**src/design/llrs_pkg.sv**
```systemverilog
// Package for the life-like automaton row step: widths, reset values and types.
// Used by every module of the block; depends on nothing.
`timescale 1ns / 1ps
package llrs_pkg;

  localparam int ROW_W       = 64;
  localparam int MAX_WIDTH_D = 64;
  localparam int WIDTH_W     = 7;
  localparam int MASK_W      = 9;
  localparam int CNT_W       = 4;
  localparam int CFG_IDX_W   = 2;
  localparam int CFG_DATA_W  = 9;
  localparam int QDEPTH      = 3;

  localparam logic [WIDTH_W-1:0] GRID_WIDTH_RST   = 7'd64;
  localparam logic [MASK_W-1:0]  BIRTH_MASK_RST   = 9'd8;
  localparam logic [MASK_W-1:0]  SURVIVE_MASK_RST = 9'd12;

  typedef enum logic [CFG_IDX_W-1:0] {
    REG_GRID_WIDTH   = 2'd0,
    REG_BIRTH_MASK   = 2'd1,
    REG_SURVIVE_MASK = 2'd2
  } cfg_reg_t;

  typedef struct packed {
    logic [WIDTH_W-1:0] grid_width;
    logic [MASK_W-1:0]  birth_mask;
    logic [MASK_W-1:0]  survive_mask;
  } rule_cfg_t;

  typedef struct packed {
    logic [ROW_W-1:0] next_row;
    logic             last;
  } res_entry_t;

  // Which results the staged row asks the output queue to take.
  typedef struct packed {
    logic valid;
    logic want_a;
    logic want_b;
  } push_req_t;

endpackage

```
**src/design/llrs_if.sv**
```systemverilog
// Stream interfaces for the row step block: input rows and result rows.
// Depends on llrs_pkg for the row width.
`timescale 1ns / 1ps
interface llrs_row_if import llrs_pkg::*; ();
  logic             valid;
  logic             ready;
  logic [ROW_W-1:0] row_cells;
  logic             first_row;
  logic             last_row;

  modport source (output valid, row_cells, first_row, last_row, input ready);
  modport sink (input valid, row_cells, first_row, last_row, output ready);
endinterface

interface llrs_res_if import llrs_pkg::*; ();
  logic             valid;
  logic             ready;
  logic [ROW_W-1:0] next_row;
  logic             last;

  modport source (output valid, next_row, last, input ready);
  modport sink (input valid, next_row, last, output ready);
endinterface

```
**src/design/llrs_lane.sv**
```systemverilog
// One cell of the automaton: counts the eight neighbours and applies the rule.
// Depends on llrs_pkg.
`timescale 1ns / 1ps
module llrs_lane import llrs_pkg::*; (
  input  logic [2:0]        up,
  input  logic [2:0]        mid,
  input  logic [2:0]        down,
  input  logic              in_use,
  input  logic [MASK_W-1:0] birth_mask,
  input  logic [MASK_W-1:0] survive_mask,
  output logic              cell_next
);
  logic [CNT_W-1:0] count;
  logic             rule_bit;

  assign count = CNT_W'(up[0]) + CNT_W'(up[1]) + CNT_W'(up[2])
               + CNT_W'(mid[0]) + CNT_W'(mid[2])
               + CNT_W'(down[0]) + CNT_W'(down[1]) + CNT_W'(down[2]);

  // Count never exceeds eight, so it always lands inside the mask.
  assign rule_bit  = mid[1] ? survive_mask[count] : birth_mask[count];
  assign cell_next = rule_bit & in_use;
endmodule

```
**src/design/llrs_row_eval.sv**
```systemverilog
// A row of lanes that computes the next generation of the middle of three rows.
// Depends on llrs_pkg and llrs_lane.
`timescale 1ns / 1ps
module llrs_row_eval import llrs_pkg::*; #(
  parameter int MAX_WIDTH = MAX_WIDTH_D
) (
  input  rule_cfg_t            cfg,
  input  logic [MAX_WIDTH-1:0] up,
  input  logic [MAX_WIDTH-1:0] mid,
  input  logic [MAX_WIDTH-1:0] down,
  output logic [MAX_WIDTH-1:0] next_row
);
  logic [MAX_WIDTH-1:0] in_use;
  logic [MAX_WIDTH+1:0] u_pad, m_pad, d_pad;

  // Cells at or past the grid width read as dead; padding gives dead borders.
  assign u_pad = {1'b0, up & in_use, 1'b0};
  assign m_pad = {1'b0, mid & in_use, 1'b0};
  assign d_pad = {1'b0, down & in_use, 1'b0};

  for (genvar i = 0; i < MAX_WIDTH; i++) begin : g_lane
    assign in_use[i] = WIDTH_W'(i) < cfg.grid_width;

    llrs_lane u_lane (
      .up           (u_pad[i+2:i]),
      .mid          (m_pad[i+2:i]),
      .down         (d_pad[i+2:i]),
      .in_use       (in_use[i]),
      .birth_mask   (cfg.birth_mask),
      .survive_mask (cfg.survive_mask),
      .cell_next    (next_row[i])
    );
  end
endmodule

```
**src/design/llrs_out_queue.sv**
```systemverilog
// Three-entry result queue that takes up to two results a cycle while they fit
// and drives the result channel. Depends on llrs_pkg and llrs_if.
`timescale 1ns / 1ps
module llrs_out_queue import llrs_pkg::*; (
  input  logic        clk,
  input  logic        rst,
  input  push_req_t   req,
  input  res_entry_t  res_a,
  input  res_entry_t  res_b,
  output logic        take,
  llrs_res_if.source  out_res
);
  res_entry_t q [QDEPTH];
  res_entry_t q_next [QDEPTH];
  logic [1:0] cnt, cnt_next, base, need, slot_b;
  logic       pop, room;

  assign pop    = (cnt != 2'd0) && out_res.ready;
  assign base   = cnt - 2'(pop);
  assign need   = 2'(req.want_a) + 2'(req.want_b);
  assign room   = (3'(base) + 3'(need)) <= 3'(QDEPTH);
  assign take   = req.valid && room;
  assign slot_b = base + 2'(req.want_a);

  always_comb begin
    q_next = q;
    if (pop) begin
      for (int k = 0; k < QDEPTH - 1; k++) begin
        q_next[k] = q[k+1];
      end
    end
    if (take && req.want_a) begin
      q_next[base] = res_a;
    end
    if (take && req.want_b) begin
      q_next[slot_b] = res_b;
    end
    cnt_next = take ? base + need : base;
  end

  always_ff @(posedge clk) begin
    if (rst) begin
      cnt <= 2'd0;
    end else begin
      cnt <= cnt_next;
    end
  end

  always_ff @(posedge clk) begin
    q <= q_next;
  end

  assign out_res.valid    = cnt != 2'd0;
  assign out_res.next_row = q[0].next_row;
  assign out_res.last     = q[0].last;
endmodule

```
**src/design/life_like_automaton_row_step.sv**
```systemverilog
// Top level of the life-like automaton row step: row history, staging
// register, two lane rows and the result queue. Depends on llrs_pkg, llrs_if,
// llrs_row_eval and llrs_out_queue.
//
// Usage: grid rows enter top to bottom on in_row, one transaction per row,
// bit i of row_cells being cell i. first_row marks the top row and last_row
// the bottom row of a grid. Each row after the top one yields one result
// transaction on out_res with the next generation of the row above it; the
// bottom row yields a second one with its own next generation and last set.
// A result passes through the staging register and then the result queue before
// it is valid on out_res; its transaction completes at an edge with ready high.
// Throughput: one row per cycle while the staged results fit in the queue; two
// row evaluators of MAX_WIDTH lanes each compute both possible results at once,
// so the single output port, one result per cycle, paces a two-result row.
// Rules and width come from the plain write port (cfg_wr_en, cfg_index,
// cfg_data); the user writes them while the block is idle (not enforced).
// Reset (rst, synchronous) clears the row history, the staging register and
// the result queue, and loads B3/S23 with a width of 64 cells.
// When the receiver stalls, results wait in a three-entry queue and in_row
// keeps taking rows until the staged row's results no longer fit in it.
`timescale 1ns / 1ps
module life_like_automaton_row_step import llrs_pkg::*; #(
  parameter int MAX_WIDTH = MAX_WIDTH_D
) (
  input  logic                  clk,
  input  logic                  rst,
  input  logic                  cfg_wr_en,
  input  logic [CFG_IDX_W-1:0]  cfg_index,
  input  logic [CFG_DATA_W-1:0] cfg_data,
  llrs_row_if.sink              in_row,
  llrs_res_if.source            out_res
);
  // Configuration registers.
  rule_cfg_t cfg;

  always_ff @(posedge clk) begin
    if (rst) begin
      cfg.grid_width   <= GRID_WIDTH_RST;
      cfg.birth_mask   <= BIRTH_MASK_RST;
      cfg.survive_mask <= SURVIVE_MASK_RST;
    end else if (cfg_wr_en) begin
      case (cfg_index)
        REG_GRID_WIDTH:   cfg.grid_width   <= cfg_data[WIDTH_W-1:0];
        REG_BIRTH_MASK:   cfg.birth_mask   <= cfg_data[MASK_W-1:0];
        REG_SURVIVE_MASK: cfg.survive_mask <= cfg_data[MASK_W-1:0];
        default: ;
      endcase
    end
  end

  // Row history: the row above the pending one and the pending row itself.
  logic [MAX_WIDTH-1:0] above_row, middle_row;
  logic                 middle_valid;
  logic                 accept, produce_a, take;
  logic [MAX_WIDTH-1:0] row_in;

  assign row_in    = in_row.row_cells[MAX_WIDTH-1:0];
  assign accept    = in_row.valid && in_row.ready;
  // A row closes the pending one unless it opens a new grid.
  assign produce_a = middle_valid && !in_row.first_row;

  always_ff @(posedge clk) begin
    if (rst) begin
      above_row    <= '0;
      middle_row   <= '0;
      middle_valid <= 1'b0;
    end else if (accept) begin
      if (in_row.last_row) begin
        above_row    <= '0;
        middle_row   <= '0;
        middle_valid <= 1'b0;
      end else begin
        above_row    <= produce_a ? middle_row : '0;
        middle_row   <= row_in;
        middle_valid <= 1'b1;
      end
    end
  end

  // Staging register: the three rows for the closing result and the flags
  // saying which results this row produces.
  logic                 s_valid, s_a, s_b;
  logic [MAX_WIDTH-1:0] s_up, s_mid, s_row;

  assign in_row.ready = !s_valid || take;

  always_ff @(posedge clk) begin
    if (rst) begin
      s_valid <= 1'b0;
    end else if (accept) begin
      s_valid <= 1'b1;
    end else if (take) begin
      s_valid <= 1'b0;
    end
  end

  always_ff @(posedge clk) begin
    if (accept) begin
      s_up  <= above_row;
      s_mid <= middle_row;
      s_row <= row_in;
      s_a   <= produce_a;
      s_b   <= in_row.last_row;
    end
  end

  // Result A is the pending row's next generation; result B is the bottom
  // row's own, with a dead row below and the pending row above if it existed.
  logic [MAX_WIDTH-1:0] next_a, next_b, above_b;

  assign above_b = s_a ? s_mid : '0;

  llrs_row_eval #(.MAX_WIDTH(MAX_WIDTH)) u_eval_a (
    .cfg      (cfg),
    .up       (s_up),
    .mid      (s_mid),
    .down     (s_row),
    .next_row (next_a)
  );

  llrs_row_eval #(.MAX_WIDTH(MAX_WIDTH)) u_eval_b (
    .cfg      (cfg),
    .up       (above_b),
    .mid      (s_row),
    .down     ('0),
    .next_row (next_b)
  );

  // The queue merges the two lane rows into one ordered result stream.
  push_req_t  req;
  res_entry_t res_a, res_b;

  assign req.valid      = s_valid;
  assign req.want_a     = s_a;
  assign req.want_b     = s_b;
  assign res_a.next_row = ROW_W'(next_a);
  assign res_a.last     = 1'b0;
  assign res_b.next_row = ROW_W'(next_b);
  assign res_b.last     = 1'b1;

  llrs_out_queue u_queue (
    .clk     (clk),
    .rst     (rst),
    .req     (req),
    .res_a   (res_a),
    .res_b   (res_b),
    .take    (take),
    .out_res (out_res)
  );
endmodule

```
**src/flat_wrapper.sv**
```systemverilog
// flat-port wrapper written by rule: the top's interface ports become plain ports
module life_like_automaton_row_step_flat import llrs_pkg::*;
#(
  parameter int MAX_WIDTH = MAX_WIDTH_D
)
  (clk, rst, cfg_wr_en, cfg_index, cfg_data, in_row_valid, in_row_row_cells, in_row_first_row, in_row_last_row, in_row_ready, out_res_valid, out_res_next_row, out_res_last, out_res_ready);
  llrs_row_if in_row_i ();
  llrs_res_if out_res_i ();
  input  logic clk;
  input  logic rst;
  input  logic cfg_wr_en;
  input  logic [CFG_IDX_W-1:0] cfg_index;
  input  logic [CFG_DATA_W-1:0] cfg_data;
  input wire logic [$bits(in_row_i.valid)-1:0] in_row_valid;
  input wire logic [$bits(in_row_i.row_cells)-1:0] in_row_row_cells;
  input wire logic [$bits(in_row_i.first_row)-1:0] in_row_first_row;
  input wire logic [$bits(in_row_i.last_row)-1:0] in_row_last_row;
  output wire logic [$bits(in_row_i.ready)-1:0] in_row_ready;
  output wire logic [$bits(out_res_i.valid)-1:0] out_res_valid;
  output wire logic [$bits(out_res_i.next_row)-1:0] out_res_next_row;
  output wire logic [$bits(out_res_i.last)-1:0] out_res_last;
  input wire logic [$bits(out_res_i.ready)-1:0] out_res_ready;
  assign in_row_i.valid = in_row_valid;
  assign in_row_i.row_cells = in_row_row_cells;
  assign in_row_i.first_row = in_row_first_row;
  assign in_row_i.last_row = in_row_last_row;
  assign in_row_ready = in_row_i.ready;
  assign out_res_valid = out_res_i.valid;
  assign out_res_next_row = out_res_i.next_row;
  assign out_res_last = out_res_i.last;
  assign out_res_i.ready = out_res_ready;
  life_like_automaton_row_step #(.MAX_WIDTH(MAX_WIDTH)) u_core (.clk(clk), .rst(rst), .cfg_wr_en(cfg_wr_en), .cfg_index(cfg_index), .cfg_data(cfg_data), .in_row(in_row_i), .out_res(out_res_i));
endmodule
```
**config.mk**
```make
export PLATFORM = sky130hd
export DESIGN_NAME = life_like_automaton_row_step_flat
export DESIGN_NICKNAME = d
export VERILOG_FILES = /design/src/design/llrs_pkg.sv /design/src/design/llrs_if.sv /design/src/design/llrs_lane.sv /design/src/design/llrs_row_eval.sv /design/src/design/llrs_out_queue.sv /design/src/design/life_like_automaton_row_step.sv /design/src/flat_wrapper.sv
export SDC_FILE = /design/constraint.sdc
export NUM_CORES = 2
export LEC_CHECK = 0
export BUFFER_PORTS_ARGS = -buffer_cell sky130_fd_sc_hd__buf_2
export CORE_MARGIN = 2
export CORE_UTILIZATION = 37
export CTS_CLUSTER_SIZE = 20
export DETAILED_ROUTE_END_ITERATION = 12
export GPL_ROUTABILITY_DRIVEN = 1
export GPL_TIMING_DRIVEN = 0
export PLACE_DENSITY_LB_ADDON = 0.05
export SLEW_MARGIN = 20
export SYNTH_ARGS = -nofsm -noshare
export SYNTH_HDL_FRONTEND = slang
export SYNTH_SLANG_ARGS = --single-unit
```
**constraint.sdc**
```tcl
create_clock -name clk -period 9 [get_ports clk]
set_input_delay 2.25 -clock clk [delete_from_list [all_inputs] [get_ports clk]]
set_output_delay 2.25 -clock clk [all_outputs]
set_load 0.05 [all_outputs]
```
==> flow_metrics.py <==
metrics = {
    "setup_path": {
        "slowest_delay_ns": 0.94,
        "crit_arrival_ns": 8.74,
        "endpoint_kind": "register",
        "crit_chain": "buf_2, nand2_1, clkinv_1, buf_2, buf_1, ha_1, clkbuf_1, inv_1, ha_1, fa_1, and3b_1, clkbuf_1, and3_1, clkbuf_1, clkbuf_2, nand3_1, a22oi_1",
        "crit_buf_inv": 9,
        "crit_required_ns": 9.63,
        "critPathKind": "input port to register",
        "path_delay_family": "buffers and inverters",
        "path_max_fanout": 10,
        "cp-start-kind": "input port",
        "cp_common_cell": "clkbuf_1",
        "slowest_stage": "clkbuf_1",
    },
    "grt": {
        "antenna_found_initial": 76,
        "use_met3": 0.206,
        "met1_usage": 0.520,
        "globalRoute.busiestLayer": "met2",
        "overflow": 0,
        "grt_use_total": 0.435,
        "grt.met2_usage": 0.613,
        "grt_start_max_net_pins": 34,
        "grt_pass1_wl_mm": 451,
        "grt_pass1_vias": 48900,
    },
    "clocking": {
        "clkSinkCount": 546,
        "max-clock-path-buffers": 3,
        "clk_pin_slew_ns": 0.06,
        "clock_latency_ns": 0.73,
        "numCtsBuffers": 68,
        "postCtsHoldBufs": 0,
        "ctsHtreeMaxLevel": 3,
        "post-cts-setup-buffers": 0,
        "cts-resized-gates": 0,
        "root_buffer": "clkbuf_16",
        "cts_tree": "built",
    },
    "sta": {
        "max_slew.worst_pin.slew_ns": 1.48,
        "maxSlewHeadroom": 0.0146,
        "fmax_ghz": 0.123,
        "fin_crit_ns": 8.11,
        "fin_worst_skew_ns": 0.0428,
        "finalHoldViolCount": 0,
        "slew_viol_final": 0,
        "rsz0062_at_grt": "no",
        "setup_viol": 0,
        "fin_crit_sh": 0.901,
    },
    "yosys": {
        "yosysUniqueCellTypes": 82,
        "netlist_area_um2": 56100,
        "synthCells": 5483,
        "async_reset_ff_frac": 0,
        "yosys_warnings": 0,
        "synth_ff_type": "dfxtp_1",
        "synth-compound-area-share": 0.105,
        "synth-seq-area-share": 0.229,
        "synth_top_family_by_area": "multiplexers",
        "syn_avg_cell_area_um2": 10.2,
        "synth_xor_area_frac": 0.0196,
        "synth-simple-area-share": 0.118,
        "synth_mux_area_frac": 0.261,
        "synth-adder-area-share": 0.187,
        "synth_fp_nets": 6208,
        "synth_seq_cells": 546,
        "synth-edff-count": 194,
    },
    "die": {
        "die_x_um": 393,
        "std_cell_rows": 142,
        "core_area_um2": 150000,
        "boundaryPins": 149,
        "die_y_um": 393,
        "die_area_um2": 155000,
        "start_util": 0.373,
    },
    "drt": {
        "antenna_left": 0,
        "drc_errors": 0,
        "vias": 53100,
        "first_pass_iters": 8,
        "drt_iter0_markers": 7885,
        "vias_per_cell": 6.74,
        "wirelength_mm": 345,
        "post_drt_wl_per_cell_um": 43.7,
    },
    "final_layout": {
        "drive_gt1_frac": 0.199,
        "nets": 6457,
        "syn_to_final_growth_pct": 11.6,
        "layoutNonFillerInstCount": 7881,
    },
    "power_and_ir_drop": {
        "leakage_nw": 26.6,
        "peakVddDrop_mv": 0.158,
        "power.density_nw_per_um2": 270,
        "p_total_mw": 16.9,
    },
    "min_path": {
        "hp-class": "register to register",
    },
    "run": {
        "drv_cap": 0,
    },
    "placement": {
        "place.gp.congestion": 1.13,
        "dp_cells": 7676,
        "portBuffers": 147,
        "dpl.hpwl_mm": 264,
    },
    "run_status": {
        "status": "finished clean",
    },
}
synthesized netlist by cell type, drive strengths merged (12+ instances only):
cell,n,share of area
clkbuf,418,0.028
mux4,568,0.23
nor2b,23,0.0026
and2,35,0.0039
nor4,12,0.0013
nand4,25,0.0028
o21ai,229,0.020
nand2,660,0.044
o211ai,28,0.0038
ha,317,0.071
fa,326,0.12
buf,120,0.014
o22ai,28,0.0031
o21bai,51,0.0068
a22oi,95,0.013
inv,575,0.038
nand2b,13,0.0014
xor2,73,0.011
a21o,65,0.0087
a31oi,88,0.0098
nor2,219,0.015
a211oi,15,0.0020
and3,118,0.013
a21oi,199,0.018
edfxtp,194,0.10
xnor2,51,0.0082
nor3b,99,0.013
mux2,43,0.0086
dfxtp,352,0.13
nor3,31,0.0029
nand3,73,0.0065
nand3b,19,0.0025
mux2i,135,0.024
power breakdown:
group	total, mW	switching [mW]	internal [mW]	leakage, nW
Sequential	3.42	0.357	3.06	4.86
Clock	2.80	1.25	1.56	1.07
Combinational	10.7	6.49	4.18	20.7
worst paths after layout:
path | from | slack (ns) | end | depth (start not counted)
setup / recovery | out_res_ready | 0.89 | u_core.u_queue.q[35] | 17
hold / removal | u_core.above_row[15] | 0.41 | u_core.s_up[15] | 0
setup reg to reg | u_core.cfg[24] | 0.95 | u_core.u_queue.q[67] | 19
hold reg to reg | u_core.above_row[15] | 0.41 | u_core.s_up[15] | 0
placed cells by master (no fill, tap or decap), types with 19 or more instances in the layout:
| cell type | instances |
|---|---|
| nand2_1 | 660 |
| inv_1 | 573 |
| mux4_2 | 560 |
| dfxtp_1 | 352 |
| fa_1 | 326 |
| clkbuf_1 | 323 |
| ha_1 | 317 |
| nor2_1 | 219 |
| a21oi_1 | 196 |
| edfxtp_1 | 194 |
| buf_2 | 184 |
| o21ai_0 | 145 |
| mux2i_1 | 135 |
| and3_1 | 118 |
| clkbuf_2 | 116 |
| nor3b_1 | 98 |
| a22oi_1 | 95 |
| a31oi_1 | 86 |
| o21ai_1 | 81 |
| diode_2 | 80 |
| nand3_1 | 73 |
| xor2_1 | 73 |
| buf_4 | 70 |
| clkbuf_16 | 69 |
| a21o_1 | 65 |
| o21bai_1 | 51 |
| xnor2_1 | 49 |
| mux2_2 | 43 |
| and2_1 | 35 |
| o22ai_1 | 27 |
| nor3_1 | 27 |
| o211ai_1 | 27 |
| nand4_1 | 25 |
| nor2b_1 | 23 |
| nand3b_1 | 19 |
stage by stage:
stage	hold slack [ns]	TNS [ns]	setup slack [ns]	util	area (um^2)
global route	0.426	0	0.891	0.416	62500
detailed placement	0.415	0	0.506	0.400	60200
finish	0.413	0	0.888	0.417	62600
floorplan	0.409	0	0.782	-	56100
global placement	0.413	-809.67	-4.28	0.395	59400
CTS	0.415	0	1.11	0.415	62400
layout make-up:
cell class,count,area (um^2)
fillers,15100,87700
multi-input cells,3823,38900
flip-flops and latches,546,12900
well taps,2016,2520
plain buffers,538,2500
inverters,576,2170
clock buffers,94,1860
repair buffers,179,1310
clock inverters,29,333
diodes,80,200
registers in the layout, indices dropped and copies added (netlist names), 2 cells and up:
signal,cells
u_core.s_up,64
u_core.middle_row,64
u_core.s_row,64
u_core.u_queue.out_res.next_row,64
u_core.s_mid,64
u_core.u_queue.q,130
u_core.cfg,25
u_core.u_queue.cnt,2
u_core.above_row,64
cells by family (layout without fill, tap and decap cells):
group | Yosys count | count (layout)
other cells | 0 | 80
buf+inv | 1114 | 1416
mux | 746 | 746
simple gates | 1387 | 1387
xor+xnor | 124 | 124
fa+ha+maj | 643 | 643
compound gates | 923 | 923
flops | 546 | 546
per-layer routing:
layer	share of wire	routed length [um]
met3	0.14	48300
met1	0.36	125000
met4	0.085	29300
met5	0.00084	288
met2	0.41	141000
worst register-to-register path, delay by kind of cell, from the launching register on:
kind            cells  cell delay, ns
simple gates        7            3.49
compound gates      1            0.14
fa+ha+maj           5            2.40
mux                 3            1.08
buf+inv             3            0.46
flops               1            0.40
(Power assumes the default switching activity.)
